[src/sv/rita_pkg.sv]
// shared types, constants and helper functions for the radix integer-to-ascii converter
package rita_pkg;

  localparam int MAX_DIGITS   = 32;
  localparam int VALUE_BITS   = 32;
  localparam int MIN_W_W      = 6;
  localparam int RADIX_W      = 6;
  localparam int CHAR_W       = 7;
  localparam int DIGIT_W      = 6;
  localparam int DIGIT_IDX_W  = $clog2(MAX_DIGITS);
  localparam int CNT_W        = $clog2(MAX_DIGITS + 1);
  localparam int BITCNT_W     = $clog2(VALUE_BITS);

  localparam logic [RADIX_W-1:0] DEFAULT_BASE = RADIX_W'(10);
  localparam logic [RADIX_W-1:0] HIGHEST_BASE = RADIX_W'(36);
  localparam logic [DIGIT_W-1:0] DEC_LIMIT    = DIGIT_W'(9);
  localparam logic [CHAR_W-1:0]  ASCII_ZERO   = CHAR_W'(48);
  localparam logic [CHAR_W-1:0]  ASCII_A      = CHAR_W'(65);

  typedef struct packed {
    logic [VALUE_BITS-1:0] value;
    logic [MIN_W_W-1:0]    min_width;
  } in_item_t;

  typedef struct packed {
    logic [CHAR_W-1:0] char_code;
    logic              last_char;
  } out_item_t;

  typedef enum logic [2:0] {
    ST_IDLE,
    ST_DIV,
    ST_STORE,
    ST_READ,
    ST_SEND
  } state_t;

  // controller to datapath
  typedef struct packed {
    logic load;
    logic div_step;
    logic store;
    logic rd;
    logic idx_dec;
  } cmd_t;

  // datapath to controller
  typedef struct packed {
    logic div_last;
    logic more;
    logic idx_zero;
  } status_t;

  function automatic logic [RADIX_W-1:0] clamp_base(input logic [RADIX_W-1:0] r);
    logic [RADIX_W-1:0] b;
    b = r;
    if (r < RADIX_W'(2)) b = DEFAULT_BASE;
    else if (r > HIGHEST_BASE) b = HIGHEST_BASE;
    return b;
  endfunction

  function automatic logic [CHAR_W-1:0] char_of(input logic [DIGIT_W-1:0] d);
    logic [CHAR_W-1:0] c;
    if (d > DEC_LIMIT) c = ASCII_A + CHAR_W'(d) - CHAR_W'(10);
    else c = ASCII_ZERO + CHAR_W'(d);
    return c;
  endfunction

endpackage

[src/sv/rita_ctrl.sv]
// controller state machine: sequences the division steps, digit stores and character readout
module rita_ctrl (
  input  logic              clk,
  input  logic              rst_n,
  input  logic              in_valid,
  input  logic              out_stall,
  input  rita_pkg::status_t status,
  output rita_pkg::cmd_t    cmd,
  output logic              in_stall,
  output logic              out_valid
);
  import rita_pkg::*;

  state_t state_r, state_nxt;

  always_ff @(posedge clk) begin
    if (!rst_n) begin
      state_r <= ST_IDLE;
    end else begin
      state_r <= state_nxt;
    end
  end

  always_comb begin
    state_nxt = state_r;
    cmd       = '0;
    in_stall  = 1'b1;
    out_valid = 1'b0;
    unique case (state_r)
      ST_IDLE: begin
        in_stall = 1'b0;
        if (in_valid) begin
          cmd.load  = 1'b1;
          state_nxt = ST_DIV;
        end
      end
      ST_DIV: begin
        cmd.div_step = 1'b1;
        if (status.div_last) state_nxt = ST_STORE;
      end
      ST_STORE: begin
        cmd.store = 1'b1;
        state_nxt = status.more ? ST_DIV : ST_READ;
      end
      ST_READ: begin
        cmd.rd    = 1'b1;
        state_nxt = ST_SEND;
      end
      ST_SEND: begin
        out_valid = 1'b1;
        if (!out_stall) begin
          if (status.idx_zero) begin
            state_nxt = ST_IDLE;
          end else begin
            cmd.idx_dec = 1'b1;
            state_nxt   = ST_READ;
          end
        end
      end
      default: state_nxt = ST_IDLE;
    endcase
  end

endmodule

[src/sv/rita_dp.sv]
// datapath: radix register, bit-serial divider, digit memory and output character
module rita_dp (
  input  logic                         clk,
  input  logic                         rst_n,
  input  logic                         cfg_we,
  input  logic [rita_pkg::RADIX_W-1:0] cfg_wdata,
  input  rita_pkg::in_item_t           in_data,
  input  rita_pkg::cmd_t               cmd,
  output rita_pkg::status_t            status,
  output rita_pkg::out_item_t          out_data
);
  import rita_pkg::*;

  logic [RADIX_W-1:0]     radix_r;
  logic [RADIX_W-1:0]     base_r;
  logic [CNT_W-1:0]       pad_r;
  logic [VALUE_BITS-1:0]  quo_r;
  logic [DIGIT_W-1:0]     rem_r;
  logic [BITCNT_W-1:0]    bitcnt_r;
  logic [CNT_W-1:0]       cnt_r;
  logic [DIGIT_IDX_W-1:0] idx_r;
  logic [DIGIT_W-1:0]     rdata_r;
  logic [DIGIT_W-1:0]     digit_mem [MAX_DIGITS];

  logic [DIGIT_W:0]   trial;
  logic [DIGIT_W:0]   trial_sub;
  logic               qbit;
  logic [CNT_W-1:0]   cnt_inc;

  // one restoring division step: shift in the next dividend bit, subtract if it fits
  assign trial     = {rem_r, quo_r[VALUE_BITS-1]};
  assign trial_sub = trial - {1'b0, base_r};
  assign qbit      = (trial >= {1'b0, base_r});
  assign cnt_inc   = cnt_r + CNT_W'(1);

  always_ff @(posedge clk) begin
    if (!rst_n) begin
      radix_r <= DEFAULT_BASE;
    end else if (cfg_we) begin
      radix_r <= cfg_wdata;
    end
  end

  always_ff @(posedge clk) begin
    if (!rst_n) begin
      quo_r    <= '0;
      cnt_r    <= '0;
      bitcnt_r <= '0;
    end else if (cmd.load) begin
      quo_r    <= in_data.value;
      cnt_r    <= '0;
      bitcnt_r <= '0;
    end else if (cmd.div_step) begin
      quo_r    <= {quo_r[VALUE_BITS-2:0], qbit};
      bitcnt_r <= bitcnt_r + BITCNT_W'(1);
    end else if (cmd.store) begin
      cnt_r    <= cnt_inc;
      bitcnt_r <= '0;
    end
  end

  always_ff @(posedge clk) begin
    if (cmd.load) begin
      base_r <= clamp_base(radix_r);
      if ({1'b0, in_data.min_width} > (MIN_W_W + 1)'(MAX_DIGITS)) pad_r <= CNT_W'(MAX_DIGITS);
      else pad_r <= CNT_W'(in_data.min_width);
      rem_r <= '0;
    end else if (cmd.div_step) begin
      rem_r <= qbit ? trial_sub[DIGIT_W-1:0] : trial[DIGIT_W-1:0];
    end else if (cmd.store) begin
      rem_r <= '0;
      idx_r <= cnt_r[DIGIT_IDX_W-1:0];
    end else if (cmd.idx_dec) begin
      idx_r <= idx_r - DIGIT_IDX_W'(1);
    end
  end

  always_ff @(posedge clk) begin
    if (cmd.store) digit_mem[cnt_r[DIGIT_IDX_W-1:0]] <= rem_r;
    if (cmd.rd) rdata_r <= digit_mem[idx_r];
  end

  assign status.div_last = (bitcnt_r == BITCNT_W'(VALUE_BITS - 1));
  // another digit is due while room is left and the quotient or the padding asks for it
  assign status.more     = (cnt_inc < CNT_W'(MAX_DIGITS)) &&
                           ((quo_r != '0) || (cnt_inc < pad_r));
  assign status.idx_zero = (idx_r == '0);

  assign out_data.char_code = char_of(rdata_r);
  assign out_data.last_char = (idx_r == '0);

endmodule

[src/sv/radix_integer_to_ascii.sv]
// top level of the radix integer-to-ascii converter
// Usage:
//   Input channel in_valid/in_stall/in_data carries a value and a minimum
//   digit count; a transfer happens when in_valid is high and in_stall low.
//   The result channel out_valid/out_stall/out_data emits one ascii digit per
//   transfer, most significant first, with last_char set on the final digit.
//   cfg_we/cfg_wdata write the number base (reset 10; 0 and 1 act as 10,
//   above 36 acts as 36); write it only while the block is idle.
// Sequencing:
//   one item at a time; in_stall stays high until the last digit of the run
//   has been taken. Each digit is worked out in the bit-serial divider (one
//   quotient bit per cycle, then a store into the digit memory); all digits
//   are stored before the first character is shown. Readout of each
//   character is a registered memory read, then output.
// Reset:
//   synchronous active-low rst_n returns the controller to idle, drops
//   out_valid and restores the base to 10.
// Stall:
//   while out_stall is high the current character holds on out_data.
module radix_integer_to_ascii (
  input  logic                         clk,
  input  logic                         rst_n,
  input  logic                         cfg_we,
  input  logic [rita_pkg::RADIX_W-1:0] cfg_wdata,
  input  logic                         in_valid,
  output logic                         in_stall,
  input  rita_pkg::in_item_t           in_data,
  output logic                         out_valid,
  input  logic                         out_stall,
  output rita_pkg::out_item_t          out_data
);
  import rita_pkg::*;

  cmd_t    cmd;
  status_t status;

  rita_ctrl u_ctrl (
    .clk       (clk),
    .rst_n     (rst_n),
    .in_valid  (in_valid),
    .out_stall (out_stall),
    .status    (status),
    .cmd       (cmd),
    .in_stall  (in_stall),
    .out_valid (out_valid)
  );

  rita_dp u_dp (
    .clk       (clk),
    .rst_n     (rst_n),
    .cfg_we    (cfg_we),
    .cfg_wdata (cfg_wdata),
    .in_data   (in_data),
    .cmd       (cmd),
    .status    (status),
    .out_data  (out_data)
  );

endmodule

[config.mk]
export PLATFORM = sky130hd
export DESIGN_NAME = radix_integer_to_ascii
export DESIGN_NICKNAME = d
export VERILOG_FILES = /design/src/sv/rita_pkg.sv /design/src/sv/rita_ctrl.sv /design/src/sv/rita_dp.sv /design/src/sv/radix_integer_to_ascii.sv
export SDC_FILE = /design/constraint.sdc
export NUM_CORES = 1
export LEC_CHECK = 0
export BUFFER_PORTS_ARGS = -buffer_cell sky130_fd_sc_hd__buf_2
export CAP_MARGIN = 20
export CORE_MARGIN = 5
export CORE_UTILIZATION = 29
export CTS_BUF_LIST = sky130_fd_sc_hd__clkbuf_4 sky130_fd_sc_hd__clkbuf_8
export DETAILED_ROUTE_END_ITERATION = 10
export PLACE_DENSITY_LB_ADDON = 0.3
export SLEW_MARGIN = 15
export SYNTH_ARGS = -nofsm -noshare
export SYNTH_HDL_FRONTEND = slang
export SYNTH_SLANG_ARGS = --single-unit
[constraint.sdc]
create_clock -name clk -period 3.5 [get_ports clk]
set_input_delay 0.525 -clock clk [delete_from_list [all_inputs] [get_ports clk]]
set_output_delay 0.525 -clock clk [all_outputs]
set_load 0.05 [all_outputs]
==> impl_metrics.py <==
metrics = {
    "drt": {
        "drt-met1-wl_um": 11000,
        "wl_per_cell_um": 17.1,
        "vias_per_cell": 4.74,
        "detail-route-antenna-nets": 0,
        "drt_iter0_drc": 342,
        "wl_met3_um": 1690,
        "postRouteWirelength_um": 24300,
        "met2_length_um": 11200,
        "detail_route.first_pass.iterations": 5,
        "dr_total_vias": 6733,
        "highest_layer": "met5",
        "route.detailed.drc": 0,
    },
    "sta": {
        "slew_headroom_pct": 35.6,
        "finalHoldViolCount": 0,
        "setup_viol": 0,
        "rsz0062_at_grt": "no",
        "period_minus_slack_ns": 2.98,
        "worst_pin_slew_ns": 0.956,
        "finalCritPeriodShare_pct": 85.1,
        "max_freq_ghz": 0.336,
        "finalSetupTns_ns": 0,
        "fin_skew_ns": 0.0299,
        "drv_slew": 0,
    },
    "critical_path": {
        "critical_path.max_fanout": 9,
        "end_kind": "primary output",
        "cp.arrival_ns": 2.45,
        "cp_cell_sequence": "inv_1, ha_1, a32oi_1, o21ai_1, o21ai_0, o31ai_1, buf_2",
        "slowest_delay_ns": 0.47,
        "rrSetupSlack_ns": 0.92,
        "critPathKind": "reg2out",
        "worst_ep_required_time_ns": 2.97,
        "cp_slowest_cell": "o21ai_1",
        "cp-start-kind": "register",
    },
    "placement": {
        "dp_hpwl_um": 15600,
        "portBuffers": 58,
        "place.gp.congestion": 0.741,
    },
    "status": {
        "status": "finished, final reports clean",
    },
    "logic_synthesis": {
        "synth-seq-area-share_pct": 65.3,
        "synth_nets": 854,
        "syn_avg_cell_area_um2": 14.9,
        "synth_cell_types": 52,
        "syn-instance-count": 782,
        "synth.most_common_cell": "edfxtp_1",
        "async_flop_share_pct": 0,
        "synth_edf_count": 215,
        "netlist.area_leader.share_pct": 55.4,
        "ys_ff_latch": 273,
        "synthTopCellsByArea": "edfxtp_1, mux4_2, dfxtp_1",
        "synth_flop_cell": "edfxtp_1",
        "netlist_area_um2": 11700,
        "synth_largest_area_cell": "edfxtp_1",
        "synth_common_cells": "edfxtp_1, nor2_1, nand2_1, mux4_2, dfxtp_1",
        "yosysWarnings": 0,
    },
    "final_layout": {
        "nNetsFinal": 928,
        "drive_gt1_share_pct": 24.6,
        "antenna_cells": 0,
        "postLayoutCoreUtil_pct": 33.9,
        "syn2layout_area_growth_pct": 15.4,
    },
    "clocking": {
        "cts-root-buf": "clkbuf_8",
        "hold_buffers": 0,
        "ctsResizeCount": 0,
        "cts.sinks": 273,
        "numCtsBuffers": 47,
        "clk_pin_slew_ns": 0.06,
        "clock_path_buffers": 3,
        "cts_tree": "done",
        "insertion_delay_ns": 0.57,
        "post_cts_buffers": 0,
        "htree_levels": 2,
    },
    "global_routing": {
        "grt_start_max_net_pins": 51,
        "grt_pass1_wl_um": 38400,
        "antenna_found_initial": 2,
        "grt_pass1_vias": 6831,
        "overflow": 0,
        "grtUsageTotal_pct": 10.8,
    },
    "floorplan": {
        "core_um2": 39700,
        "ios": 59,
        "fp.dieW_um": 211,
        "fp-row-count": 73,
        "start_util_pct": 29.3,
        "die_h_um": 211,
        "dieArea_um2": 44300,
    },
    "power_and_ir_drop": {
        "vdd_ir_drop_max_uv": 245,
        "p_per_area_nw_per_um2": 563,
        "p_leak_nw": 4.53,
    },
    "min_path": {
        "hp-class": "in2reg",
    },
    "flow_run": {
        "cap_viol_max_count": 0,
    },
}
registers in the layout, indices dropped and copies added, names as in the netlist:
name / flops
u_dp.bitcnt_r: 5
u_dp.base_r: 6
u_dp.rem_r: 6
u_dp.pad_r: 6
u_dp.cnt_r: 6
u_dp.digit_mem: 192
u_dp.radix_r: 6
u_dp.idx_r: 5
u_ctrl.state_r: 3
u_dp.quo_r: 32
u_dp.rdata_r: 6
cells in the final DEF, fill, tap and decap left out, drive strengths merged, types with 2 or more instances in the layout:
| master | netlist | final |
|---|---|---|
| nor2b | 13 | 13 |
| buf | 15 | 71 |
| nand2b | 6 | 6 |
| mux2 | 7 | 7 |
| ha | 22 | 22 |
| o21a | 3 | 3 |
| dfxtp | 58 | 58 |
| nand2 | 62 | 62 |
| or3b | 2 | 2 |
| nor3 | 8 | 8 |
| and2 | 2 | 2 |
| nand3 | 4 | 4 |
| o211ai | 4 | 4 |
| a32o | 3 | 3 |
| mux4 | 60 | 60 |
| a22oi | 31 | 31 |
| a31oi | 3 | 3 |
| nor3b | 2 | 2 |
| clkinv | 0 | 17 |
| edfxtp | 215 | 215 |
| o31ai | 3 | 3 |
| inv | 24 | 27 |
| nand3b | 3 | 3 |
| clkbuf | 31 | 66 |
| nand4 | 2 | 2 |
| a22o | 2 | 2 |
| or3 | 9 | 9 |
| xor2 | 6 | 6 |
| xnor2 | 8 | 8 |
| nor2 | 65 | 65 |
| a21oi | 17 | 17 |
| or2 | 2 | 2 |
| a21boi | 34 | 34 |
| o21ai | 26 | 26 |
| nor4 | 10 | 10 |
| mux2i | 8 | 8 |
logic make-up (layout without fill, tap and decap cells):
family	Yosys count	after routing	share of synthesized area, %
muxes	75	75	13.0
buffers and inverters	70	183	2.64
DFF	273	273	65.3
and+or+nand+nor	192	192	7.61
AOI/OAI and AO/OA	135	135	7.90
xor gates and xnor gates	14	14	1.05
adders and majority gates	23	23	2.53
path summary, 6_finish.rpt:
kind	startpoint	depth (start not counted)	endpoint
worst max-delay path	u_dp.rdata_r[4]	7	out_data[4]
worst min register to register	u_dp.quo_r[17]	2	u_dp.quo_r[17]
worst max register to register	u_ctrl.state_r[1]	3	u_dp.digit_mem[15][0]
worst min-delay path	cfg_wdata[3]	3	u_dp.radix_r[3]
layer usage:
| metal | up-vias | track usage (%) |
|---|---|---|
| met5 | - | 0 |
| met4 | 4 | 2.91 |
| met2 | 198 | 16.9 |
| met1 | 3329 | 15.0 |
| met3 | 42 | 2.65 |
| li1 | 3160 | - |
report_power, final:
part | switching [mW] | internal (mW) | total (mW) | leakage [nW]
combinational | 0.590 | 0.296 | 0.886 | 1.58
sequential | 0.0707 | 3.81 | 3.88 | 2.46
clock | 1.26 | 1.55 | 2.81 | 0.491
total | 1.92 | 5.66 | 7.58 | 4.53
critical path: cells and delay by family, from the launching register on:
family	cells	cell delay [ns]
compound gates	4	0.81
buf+inv	2	0.41
fa+ha+maj	1	0.22
flops	1	0.45
layout make-up:
cell class	instances	area, um2
Fill cell	3905	26300
Sequential cell	273	7620
Multi-Input combinational cell	439	3750
Clock buffer	66	796
Tap cell	525	657
Timing Repair Buffer	71	413
Clock inverter	22	134
Inverter	24	90.1
metrics by stage:
stage | instance area [um2] | hold slack (ns) | worst slack (ns) | std cells | total power [mW]
5_1_grt | 13500 | 0.180 | 0.341 | 1420 | 7.94
3_3_place_gp | 12500 | 0.459 | 0.862 | 1332 | 4.83
3_5_place_dp | 12500 | 0.461 | 0.864 | 1332 | 4.85
4_1_cts | 13500 | 0.158 | 0.472 | 1420 | 7.69
6_report | 13500 | 0.199 | 0.523 | 1420 | 7.58
2_1_floorplan | 11700 | 0.447 | 0.837 | 782 | 4.51
No activity file was read; power rests on OpenSTA's default activity.
